**src/sv/sdro_pkg.sv**
```systemverilog
// Shared types and constants for the SCAN disk request ordering block.
// Depends on nothing; every other file refers to it by scoped names.
`default_nettype none

package sdro_pkg;

	localparam int MaxRequests = 63;
	localparam int PosW        = 16;
	localparam int MoveW       = PosW + 1;
	localparam int FifoDepth   = 4;

	// Commands handed from the front end to the back end.
	typedef enum logic [1:0] {
		OP_HEAD,
		OP_LOW,
		OP_HIGH,
		OP_EMIT
	} op_t;

	typedef struct packed {
		op_t             op;
		logic [PosW-1:0] pos;
		logic            last;
	} cmd_t;

	// Control and status of one sorting chain.
	typedef struct packed {
		logic            clr;
		logic            ins;
		logic            shift;
		logic [PosW-1:0] val;
	} chain_ctl_t;

	typedef struct packed {
		logic [PosW-1:0] top;
		logic            v0;
		logic            v1;
	} chain_stat_t;

endpackage

`default_nettype wire

```
**src/sv/sdro_fifo.sv**
```systemverilog
// Short command queue between the front end and the back end.
// Depends on sdro_pkg for the command type and depth.
`default_nettype none

module sdro_fifo (
	input  wire logic          clk,
	input  wire logic          arst_n,
	input  wire logic          push,
	input  wire sdro_pkg::cmd_t din,
	input  wire logic          pop,
	output sdro_pkg::cmd_t     dout,
	output logic               empty,
	output logic               full
);

	localparam int PtrW = $clog2(sdro_pkg::FifoDepth);
	localparam int CntW = $clog2(sdro_pkg::FifoDepth + 1);

	sdro_pkg::cmd_t  mem_q [sdro_pkg::FifoDepth];
	logic [PtrW-1:0] wr_ptr_q;
	logic [PtrW-1:0] rd_ptr_q;
	logic [CntW-1:0] count_q;

	assign empty = (count_q == '0);
	assign full  = (count_q == CntW'(sdro_pkg::FifoDepth));
	assign dout  = mem_q[rd_ptr_q];

	always_ff @(posedge clk) begin
		if (push) begin
			mem_q[wr_ptr_q] <= din;
		end
	end

	always_ff @(posedge clk or negedge arst_n) begin
		if (!arst_n) begin
			wr_ptr_q <= '0;
			rd_ptr_q <= '0;
			count_q  <= '0;
		end else begin
			if (push) begin
				wr_ptr_q <= PtrW'(wr_ptr_q + 1'b1);
			end
			if (pop) begin
				rd_ptr_q <= PtrW'(rd_ptr_q + 1'b1);
			end
			if (push && !pop) begin
				count_q <= CntW'(count_q + 1'b1);
			end else if (pop && !push) begin
				count_q <= CntW'(count_q - 1'b1);
			end
		end
	end

	a_no_overflow: assert property (@(posedge clk) disable iff (!arst_n)
		!(push && full && !pop))
		else $error("command queue written while full");

endmodule

`default_nettype wire

```
**config.mk**
```make
export PLATFORM = sky130hd
export DESIGN_NAME = sdro_fifo
export DESIGN_NICKNAME = d
export VERILOG_FILES = /design/src/sv/sdro_pkg.sv /design/src/sv/sdro_fifo.sv
export SDC_FILE = /design/constraint.sdc
export NUM_CORES = 1
export LEC_CHECK = 0
export ABC_AREA = 1
export BUFFER_PORTS_ARGS = -buffer_cell sky130_fd_sc_hd__buf_2
export CORE_ASPECT_RATIO = 1.5
export CORE_MARGIN = 10
export CORE_UTILIZATION = 47
export CTS_BUF_LIST = sky130_fd_sc_hd__clkbuf_2 sky130_fd_sc_hd__clkbuf_4 sky130_fd_sc_hd__clkbuf_8
export DETAILED_ROUTE_END_ITERATION = 16
export MAX_ROUTING_LAYER = met4
export PLACE_DENSITY_LB_ADDON = 0.12
export SLEW_MARGIN = 10
export SYNTH_ARGS = -nofsm -noshare
export SYNTH_HDL_FRONTEND = slang
export SYNTH_SLANG_ARGS = --single-unit
```
**constraint.sdc**
```tcl
create_clock -name clk -period 3.47 [get_ports clk]
set_clock_uncertainty 0.05 [all_clocks]
set_input_delay 0.5205 -clock clk [delete_from_list [all_inputs] [get_ports clk]]
set_output_delay 0.5205 -clock clk [all_outputs]
set_load 0.01 [all_outputs]
```
==> Word-level counts from Yosys, hierarchy flattened <==
Memories as Yosys holds them, arrays and structs flattened.
Cells that the tools add are included.
{ "totals": {"ramBits": 76, "input_bits": 23, "n_memories": 1, "word_cells": 19, "register_bits": 7} }
{ "classes": {"add_sub_neg": 4, "n_reduce_logical": 6, "muxes": 4, "n_eq_ne": 1} }
{ "mem_list": {"columns": ["memory", "depth", "width", "read_ports", "rd_clocked_by_memory_dff", "write_ports", "line", "source"], "rows": [
  ["mem_q", 4, 19, 1, 0, 1, "sdro_fifo.sv:19", "sdro_pkg::cmd_t mem_q [sdro_pkg::FifoDepth];"]
]} }
{ "op_table": {"columns": ["cell", "count"], "rows": [
  ["3-bit two-way mux", 2],
  ["2-bit by 1-bit adder with 2-bit output, second input constant", 2],
  ["3-bit by 1-bit adder with 3-bit output, second input constant", 1],
  ["3-bit equality test, second input constant", 1],
  ["3-bit logical NOT", 1],
  ["3-bit by 1-bit subtractor with 3-bit output, second input constant", 1],
  ["1-bit logical AND", 2],
  ["1-bit logical NOT", 2],
  ["1-bit two-way mux", 2],
  ["2-bit nonzero test", 1]
]} }

==> Depth between registers and ports, before layout <==
{ "logic_depth": {"depth_word": 4, "mapped_depth": 9, "ltp_nobuf": 9} }

==> Worst setup path before layout <==
OpenSTA, ideal clock, no wires.
{ "synth_timing": {"kind": "in2reg", "start": "input port push", "end": "memory mem_q[1][0] (netlist name) (enable)", "cell_stages": 3, "slack_ns": 1.854, "arrival_time_ns": 1.192, "required_time_ns": 3.046, "cell_sequence": "clkbuf_1 -> nand2_1 -> inv_1"} }
{ "synth_between": {"elab_chain_cells": 2} }
{ "synth_lines": {"columns": ["element", "line", "source"], "rows": [
  ["start, declared", "sdro_fifo.sv:8", "input wire logic push,"],
  ["1-bit two-way mux", "sdro_fifo.sv:29", "if (push) begin"],
  ["1-bit two-way mux (not written as such)", "sdro_fifo.sv:30", "mem_q[wr_ptr_q] <= din;"],
  ["end, declared", "sdro_fifo.sv:19", null]
]} }
No other way between the ends.

==> results.json <==
{
  "outcome": "complete, no violations",
  "grt_max_degree": 37,
  "dp_slack_ns": 1.28,
  "ir_drop_uv": 449,
  "die_w_um": 91.0,
  "crit_path_top_delay_cell": "dfrtp_2",
  "yosysUniqueCellTypes": 19,
  "die-area_sq_um": 11500,
  "synthCells": 270,
  "fmax_mhz": 393,
  "worst_path_dominant_cell_family": "flip-flops",
  "seq_area_frac_synth": 0.691,
  "cp_data_required_time_ns": 2.90,
  "worst_slew_pin_slew_ns": 0.925,
  "timing.slew.headroom": 0.383,
  "drt-pass1-iter-count": 4,
  "grt_use_total": 0.117,
  "netlist_area_sq_um": 3550,
  "gp_congestion": 0.740,
  "ys_seq_elements": 83,
  "cp_num_buf_inv": 2,
  "tns_ns": 0,
  "coreArea_sq_um": 7320,
  "dp_hpwl_um": 4050,
  "crit_path_start_kind": "flop",
  "crit_chain": "buf_4, nand2_1, o211ai_1, nand2_1, buf_2",
  "antenna_found_initial": 0,
  "max_stage_delay_ns": 0.80,
  "overflow": 0,
  "rsz0062_at_grt": "no",
  "cellPowerDensity_nw_per_um2": 825,
  "fin_util": 0.550,
  "hold_class": "input port to flop",
  "nNetsFinal": 344,
  "drive_gt1_frac": 0.259,
  "final_common_cell": "edfxtp_1",
  "drtAntennaViolNets": 0,
  "arrival_ns": 1.97,
  "finalCriticalPeriod_ns": 2.54,
  "slew_viol_final": 0,
  "ctsHtreeMaxLevel": 3,
  "crit_path_frequent_cell": "nand2_1",
  "final_cell_mix": "edfxtp_1 (76), nand2_1 (70), inv_1 (50), buf_2 (43)",
  "finalPower_uw": 3330,
  "setup_violations": 0,
  "critical_path_peak_fanout": 36,
  "numPortBuffers": 43,
  "area_delta_synth_final_pct": 13.4,
  "clockBufferDepth": 2,
  "post-route-drc-count": 0,
  "yosys_warnings": 0,
  "cts.clk_slew.worst_paths_ns": 0.08,
  "clk_latency_ns": 0.34,
  "finalCritPeriodShare": 0.733,
  "maxCapViolations": 0,
  "clockRootBuffer": "clkbuf_8",
  "clock-sinks": 83,
  "critical_path_class": "flop to output port",
  "grt_pass1_vias": 2089,
  "cts_tree": "yes",
  "drt-wirelength-per-cell_um": 15.1,
  "wl_um": 6330,
  "setup_ws_ns": 0.927,
  "first_iter_violations": 100,
  "grt_pass1_wl_um": 10400,
  "multiInputGateArea_sq_um": 787,
  "hold_viol": 0,
  "p_leak_uw": 0.00171,
  "placed_cells": 403,
  "rows": 38,
  "insertedDiodeCount": 0,
  "fill_cells": 676,
  "die_y_um": 127,
  "start_util": 0.485,
  "ios": 44,
  "syn_nets": 299,
  "final-seq-area_sq_um": 2460,
  "cts-buffers-inserted": 9,
  "vias": 2006,
  "viasPerCell": 4.78,
  "final_cells": 420,
  "avgSynthCellArea_sq_um": 13.2,
  "endpoint_kind": "output port"
}
==> cells by family (layout without fill, tap and decap cells) <==
| group | Yosys count | in the layout | synth area share |
|---|---|---|---|
| flip-flops | 83 | 83 | 0.691 |
| AND/OR/NAND/NOR | 74 | 74 | 0.0799 |
| buffers and inverters | 64 | 114 | 0.0873 |
| AO/OA/AOI/OAI | 39 | 39 | 0.108 |
| adder cells (fa/ha/maj) | 6 | 6 | 0.0232 |
| XOR/XNOR | 4 | 4 | 0.00986 |
==> through the flow <==
step                      hold slack (ns)  instance area, sq um
final                               0.332                  4030
after global routing                0.331                  4030
after CTS                           0.321                  4030
after detailed placement            0.323                  3800
after global placement              0.322                  3800
after floorplan                     0.175                  3550
==> synthesized netlist by cell type <==
library cell,number,area (sq um)
fa_1,1,20.0
nand4_1,1,6.26
dfrtp_1,7,175
buf_4,1,7.51
ha_1,5,62.6
o211ai_2,19,238
inv_1,50,188
xor2_1,3,26.3
clkbuf_1,1,3.75
buf_2,8,40.0
nand3_1,1,5.00
xnor2_1,1,8.76
nand2_1,70,263
edfxtp_1,76,2280
o211ai_1,19,143
buf_6,1,11.3
nor3_1,2,10.0
buf_12,3,60.1
o21ai_1,1,5.00
==> final cells by class <==
| type | instances | share of cell area |
|---|---|---|
| flip-flops and latches | 83 | 0.610 |
| multi-input cells | 123 | 0.195 |
| repair buffers | 48 | 0.0633 |
| inverters | 50 | 0.0466 |
| clock buffers | 11 | 0.0345 |
| well taps | 100 | 0.0310 |
| clock inverters | 5 | 0.0192 |
==> where the power goes <==
| part | total (uW) | switching [uW] | internal (uW) |
|---|---|---|---|
| clock network | 747 | 328 | 419 |
| registers | 1470 | 142 | 1320 |
| logic | 1110 | 696 | 418 |
| total | 3330 | 1170 | 2160 |
==> path summary, 6_finish.rpt <==
check / slack, ns / from / cells after the start / end
max: 0.93 / rd_ptr_q[0] / 5 / dout[3]
min: 0.33 / din[10] / 1 / mem_q[1][10]
max reg2reg: 1.68 / wr_ptr_q[1] / 4 / mem_q[1][3]
min reg2reg: 0.46 / count_q[2] / 2 / count_q[2]
max in group asynchronous: 2.70 / arst_n / 2 / rd_ptr_q[0]
min in group asynchronous: 0.48 / arst_n / 2 / count_q[2]
==> sequential cells by signal (all words and copies together) (netlist names) <==
register and count:
count_q 3, rd_ptr_q 2, mem_q 76, wr_ptr_q 2
==> timing repair <==
| action | 4_1_cts | 5_1_grt |
|---|---|---|
| hold endpoints to repair | 7 | 0 |
| buffers inserted | 0 | 0 |
| hold buffers | 1 | 0 |
| gates resized for setup | 0 | 0 |
==> per-layer routing <==
| layer | vias to the layer above | wire [um] | GRT usage |
|---|---|---|---|
| met1 | 954 | 2770 | 0.128 |
| met5 | - | 0 | - |
| met3 | 12 | 183 | 0.0207 |
| met2 | 38 | 3220 | 0.199 |
| li1 | 1002 | - | - |
| met4 | 0 | 155 | 0.0638 |
(Power assumes the default switching activity.)
