<file path="src/sv/sdro_pkg.sv">
// Shared types and constants for the SCAN disk request ordering block.
// Depends on nothing; every other file refers to it by scoped names.
`default_nettype none

package sdro_pkg;

	localparam int MaxRequests = 63;
	localparam int PosW        = 16;
	localparam int MoveW       = PosW + 1;
	localparam int FifoDepth   = 4;

	// Commands handed from the front end to the back end.
	typedef enum logic [1:0] {
		OP_HEAD,
		OP_LOW,
		OP_HIGH,
		OP_EMIT
	} op_t;

	typedef struct packed {
		op_t             op;
		logic [PosW-1:0] pos;
		logic            last;
	} cmd_t;

	// Control and status of one sorting chain.
	typedef struct packed {
		logic            clr;
		logic            ins;
		logic            shift;
		logic [PosW-1:0] val;
	} chain_ctl_t;

	typedef struct packed {
		logic [PosW-1:0] top;
		logic            v0;
		logic            v1;
	} chain_stat_t;

endpackage

`default_nettype wire

</file>
<file path="src/sv/sdro_front.sv">
// Front end: accepts head and request items, tracks the open job and sorts
// each request into the low or high class. Depends on sdro_pkg.
`default_nettype none

module sdro_front #(
	parameter int MaxRequests = sdro_pkg::MaxRequests
) (
	input  wire logic                      clk,
	input  wire logic                      arst_n,
	input  wire logic                      start,
	input  wire logic                      kind,
	input  wire logic [sdro_pkg::PosW-1:0] position,
	input  wire logic                      last,
	input  wire logic                      full,
	output logic                           busy,
	output logic                           push,
	output sdro_pkg::cmd_t                 cmd
);

	localparam int Depth = MaxRequests + 1;
	localparam int CntW  = $clog2(Depth + 1);

	logic [CntW-1:0]           count_q;
	logic [sdro_pkg::PosW-1:0] head_q;
	logic                      accept;
	logic                      room;

	assign busy   = full;
	assign accept = start && !full;
	assign room   = (count_q < CntW'(Depth));

	always_comb begin
		cmd.pos  = position;
		cmd.last = 1'b0;
		cmd.op   = sdro_pkg::OP_HEAD;
		push     = 1'b0;
		if (accept) begin
			if (!kind) begin
				push = 1'b1;
			end else if (count_q != '0) begin
				cmd.last = last;
				if (room) begin
					push   = 1'b1;
					cmd.op = (position <= head_q) ? sdro_pkg::OP_LOW : sdro_pkg::OP_HIGH;
				end else if (last) begin
					push   = 1'b1;
					cmd.op = sdro_pkg::OP_EMIT;
				end
			end
		end
	end

	always_ff @(posedge clk or negedge arst_n) begin
		if (!arst_n) begin
			count_q <= '0;
			head_q  <= '0;
		end else if (accept) begin
			if (!kind) begin
				head_q  <= position;
				count_q <= CntW'(1);
			end else if (count_q != '0) begin
				if (last) begin
					count_q <= '0;
				end else if (room) begin
					count_q <= CntW'(count_q + 1'b1);
				end
			end
		end
	end

	a_count_bound: assert property (@(posedge clk) disable iff (!arst_n)
		count_q <= CntW'(Depth))
		else $error("job holds more positions than the store");

endmodule

`default_nettype wire

</file>
<file path="config.mk">
export PLATFORM = sky130hd
export DESIGN_NAME = sdro_front
export DESIGN_NICKNAME = d
export VERILOG_FILES = /design/src/sv/sdro_pkg.sv /design/src/sv/sdro_front.sv
export SDC_FILE = /design/constraint.sdc
export NUM_CORES = 1
export LEC_CHECK = 0
export ABC_AREA = 1
export BUFFER_PORTS_ARGS = -buffer_cell sky130_fd_sc_hd__buf_2
export CORE_AREA = 2 2 97 62
export CTS_BUF_LIST = sky130_fd_sc_hd__clkbuf_16
export DETAILED_ROUTE_END_ITERATION = 16
export DIE_AREA = 0 0 99 64
export SYNTH_ARGS = -nofsm -noshare
export SYNTH_HDL_FRONTEND = slang
export SYNTH_SLANG_ARGS = --single-unit
export TNS_END_PERCENT = 1
</file>
<file path="constraint.sdc">
create_clock -name clk -period 2.7 [get_ports clk]
set_input_delay 0.54 -clock clk [delete_from_list [all_inputs] [get_ports clk]]
set_output_delay 0.54 -clock clk [all_outputs]
set_load 0.03 [all_outputs]
</file>
Yosys cells after proc, flatten, opt, wreduce, memory -nomap -nowiden
Cells that the tools add are included.
Widths: inputs -> output; s select.
{ "totals": {"reg_bits": 23, "input_bits": 22, "output_inout_bits": 21} }
{ "classes": {"n_addsub": 1, "order_cmp": 2, "eq_ne": 2, "n_mux": 18, "bitwise_logic": 1, "reduce_logical": 5} }
{ "op_table": {"columns": ["operator", "count"], "rows": [
  ["$mux 7", 4],
  ["$le 16x16->1", 1],
  ["$mux 2", 6],
  ["$mux 1", 8],
  ["$add 7x1->7 const B", 1],
  ["$lt 7x7->1 const B", 1],
  ["$reduce_bool 7->1", 1],
  ["$ne 3x1->1 const B", 1],
  ["$reduce_and 3->1", 1],
  ["$ne 2x1->1 const B", 1],
  ["$reduce_and 2->1", 1],
  ["$logic_and 1x1->1", 1],
  ["$logic_not 1->1", 1],
  ["$not 1->1", 1]
]} }

Longest topological paths before layout
{ "logic_depth": {"word_depth": 6, "depth_mapped": 14, "depth_no_buf": 14} }

Least setup slack after synthesis
OpenSTA, ideal clock, no wires.
{ "synth_timing": {"kind": "in2out", "from": "in position[15] (netlist bit)", "to": "out cmd[18] (netlist bit)", "arrival_ns": 1.767, "required_time_ns": 2.160, "path_slack_ns": 0.393, "path_stages": 7, "path_buffers": 0, "cell_sequence": "ha_1 -> nand2_1 -> nor3_1 -> nand2_1 -> nand2_1 -> nand2_1 -> a21oi_1"} }
{ "synth_rtl": {"columns": ["item", "line_no", "text"], "rows": [
  ["start: declaration", "sdro_front.sv:12", "input wire logic [sdro_pkg::PosW-1:0] position,"],
  ["end: declaration", "sdro_front.sv:17", "output sdro_pkg::cmd_t cmd"]
]} }

==> flow_metrics.env <==
export IMPL_max_cap_violations=0
export IMPL_finalPower_mw=1.121
export IMPL_worst_ep_required_time_ns=2.16
export IMPL_fin_crit_sh_pct=89.24
export IMPL_dp_cells=292
export IMPL_synth_cell_types=24
export IMPL_dp_hpwl_mm=2.325
export IMPL_hp_class="in2async"
export IMPL_drt_wl_total_mm=3.037
export IMPL_finalSetupViolCount=0
export IMPL_leakagePower_nw=0.9421
export IMPL_cts_hold_buffers_added=0
export IMPL_end_kind="output pin"
export IMPL_synth_top_family_by_area="simple AND/OR/NAND/NOR gates"
export IMPL_clk_latency_ns=0.26
export IMPL_cts_tree="built"
export IMPL_grt_antenna_before_repair=0
export IMPL_avgSynthCellArea_um2=7.893
export IMPL_drive_above_1_share_pct=25.99
export IMPL_critPathKind="in2out"
export IMPL_die_y_um=64
export IMPL_dieArea_um2=6336
export IMPL_synth_top_cell_area_share_pct=36.28
export IMPL_synth_largest_area_cell="dfrtp_1"
export IMPL_routed_via_count=1218
export IMPL_placementRows=21
export IMPL_first_global_vias=1045
export IMPL_start_util_pct=29.45
export IMPL_reg2reg_from="count_q[0]"
export IMPL_hold_viol_final=0
export IMPL_worst_pin_slew_ns=0.5615
export IMPL_synth_compound_area_share_pct=12.30
export IMPL_synthToLayoutAreaGrowth_pct=14.51
export IMPL_drtAntennaViolNets=0
export IMPL_maxSlewHeadroom_pct=62.57
export IMPL_drv_slew=0
export IMPL_finalCriticalPeriod_ns=2.409
export IMPL_port_buffers=42
export IMPL_start_kind="input port"
export IMPL_hold_worst_slack_ns=0.2698
export IMPL_netlist_area_um2=1587
export IMPL_r2r_slack_ns=1.27
export IMPL_power_density_nw_per_um2=617.0
export IMPL_synth_simple_gate_area_share_pct=20.27
export IMPL_grt_max_degree=32
export IMPL_layout_cells_non_filler=296
export IMPL_postCtsSetupBuffers=0
export IMPL_drcViolationCount=0
export IMPL_clockBufferDepth=2
export IMPL_arrival_ns=1.87
export IMPL_fmax_mhz=415.0
export IMPL_synth_fp_nets=241
export IMPL_post_route_util_pct=33.73
export IMPL_cts_buffers=3
export IMPL_rsz0062_at_grt="false"
export IMPL_post_place_ws_ns=0.2784
export IMPL_status="completed"
export IMPL_synth_ff_type="dfrtp_1"
export IMPL_path_clk_slew_ns=0.06
export IMPL_firstDrtPassIters=5
export IMPL_grt_remaining_overflow=0
export IMPL_drt_iter0_markers=66
export IMPL_cts_resized=0
export IMPL_rr_endpoint="count_q[5]"
export IMPL_path_max_fanout=3
export IMPL_wl_per_cell_um=10.26
export IMPL_finalSetupTns_ns=0
export IMPL_core_um2=5386
export IMPL_fillers=561
export IMPL_vias_per_cell=4.115
export IMPL_gp_congestion=0.7920
export IMPL_finClkSkew_ns=0.003069
export IMPL_grt_usage_pct=9.977
export IMPL_synth_area_mux_share_pct=0
export IMPL_synth_warnings=0
export IMPL_antenna_diode_count=0
export IMPL_seq_area_frac_synth_pct=36.28
export IMPL_cts_root_buffer="clkbuf_16"
export IMPL_ctsHtreeMaxLevel=1
export IMPL_ys_ff_latch=23
export IMPL_ys_async_sr_fraction_pct=100.0
export IMPL_final_nets=268
export IMPL_die_w_um=99
export IMPL_design_area_um2=1817
export IMPL_synth_edf_count=0
export IMPL_synth_xor_area_share_pct=0
export IMPL_cts_sinks=23
export IMPL_postLayoutSetupSlackWorst_ns=0.2906
export IMPL_ios=43
export IMPL_synthAdderAreaFrac_pct=14.20
export IMPL_grt_pass1_wl_mm=4.954
export IMPL_dpl_cell_area_um2=1738
export IMPL_ff2ff_path_depth=7
export IMPL_syn_inst=201
export IMPL_yosys_top_cells_area="dfrtp_1 (36%), ha_1 (14%), nand2_1 (9.5%), buf_4 (8.0%), inv_1 (6.2%)"
export IMPL_vdd_drop_max_mv=0.1890
[synth_stat cells (2+ instances only)]
master   number
nand2_2       3
nand3_1       7
nand4_1       2
buf_4        17
dfrtp_1      23
nor2_1       11
o21ai_0      18
nor2_4        2
inv_1        26
ha_1         18
inv_2         5
nand2_1      40
buf_2         2
a21oi_1      17
[cell families (layout without fill, tap and decap cells)]
logic type / after synthesis / after routing
buffers and inverters: 52 / 78
AND/OR/NAND/NOR: 70 / 70
flip-flops: 23 / 23
adder cells (fa/ha/maj): 18 / 18
AO/OA/AOI/OAI: 38 / 38
[power breakdown]
part | internal, mW | switching (mW)
combinational | 0.134 | 0.233
clock | 0.198 | 0.123
sequential | 0.404 | 0.0296
[sequential cells by signal, summed over array words and instances, names as in the netlist]
signal   count
count_q      7
head_q      16
[cells in the final DEF, fill, tap and decap left out]
cell / synthesis / layout
nor3b_1: 1 / 1
nor2_2: 1 / 1
buf_2: 2 / 42
nor3_2: 1 / 1
dfrtp_1: 23 / 23
inv_2: 5 / 5
nor3_1: 1 / 1
nand2_1: 40 / 40
nand2_2: 3 / 3
clkbuf_16: 0 / 3
o21ai_0: 18 / 18
nand4_2: 1 / 1
a21oi_1: 17 / 17
a21o_1: 1 / 1
nor2_4: 2 / 2
nand4_1: 2 / 2
ha_1: 18 / 18
buf_4: 17 / 1
nand3_1: 7 / 7
nor2_1: 11 / 11
o21ai_1: 1 / 1
inv_1: 26 / 27
o31ai_1: 1 / 1
[worst max path at each step]
stage                            start       to  slack, ns  depth (start not counted)
after floorplan           position[15]  cmd[18]       0.39                          7
after global placement    position[15]  cmd[18]       0.29                          9
after detailed placement  position[15]  cmd[18]       0.28                          9
final                     position[15]  cmd[18]       0.29                          9
after global routing      position[15]  cmd[18]       0.14                          9
after CTS                 position[15]  cmd[18]       0.27                          9
[worst max-delay path: stages]
cell and delay [ns]:
buf_2 0.11, ha_1 0.29, nand2_1 0.10, nor3_1 0.28, nand2_1 0.08, nand2_1 0.08
nand2_1 0.06, a21oi_1 0.12, buf_2 0.21
[final cells by class]
| class | count | area (µm²) | share of cell area, % |
|---|---|---|---|
| inverter | 31 | 116.4 | 6.405 |
| timing repair buffer | 43 | 217.7 | 11.98 |
| clock inverter | 1 | 3.754 | 0.2066 |
| sequential | 23 | 575.6 | 31.68 |
| clock buffer | 3 | 75.07 | 4.132 |
| multi-input combinational | 126 | 742.0 | 40.84 |
| tap | 69 | 86.33 | 4.752 |
[per-layer routing]
metal | vias up | GRT usage (%) | wire length, µm
li1 | 677 | - | -
met1 | 510 | 15.87 | 1758
met2 | 28 | 12.92 | 1123
met3 | 3 | 2.626 | 144
met4 | 0 | 2.568 | 11
met5 | - | 0 | 0
Power figures use the tool's default switching activity.
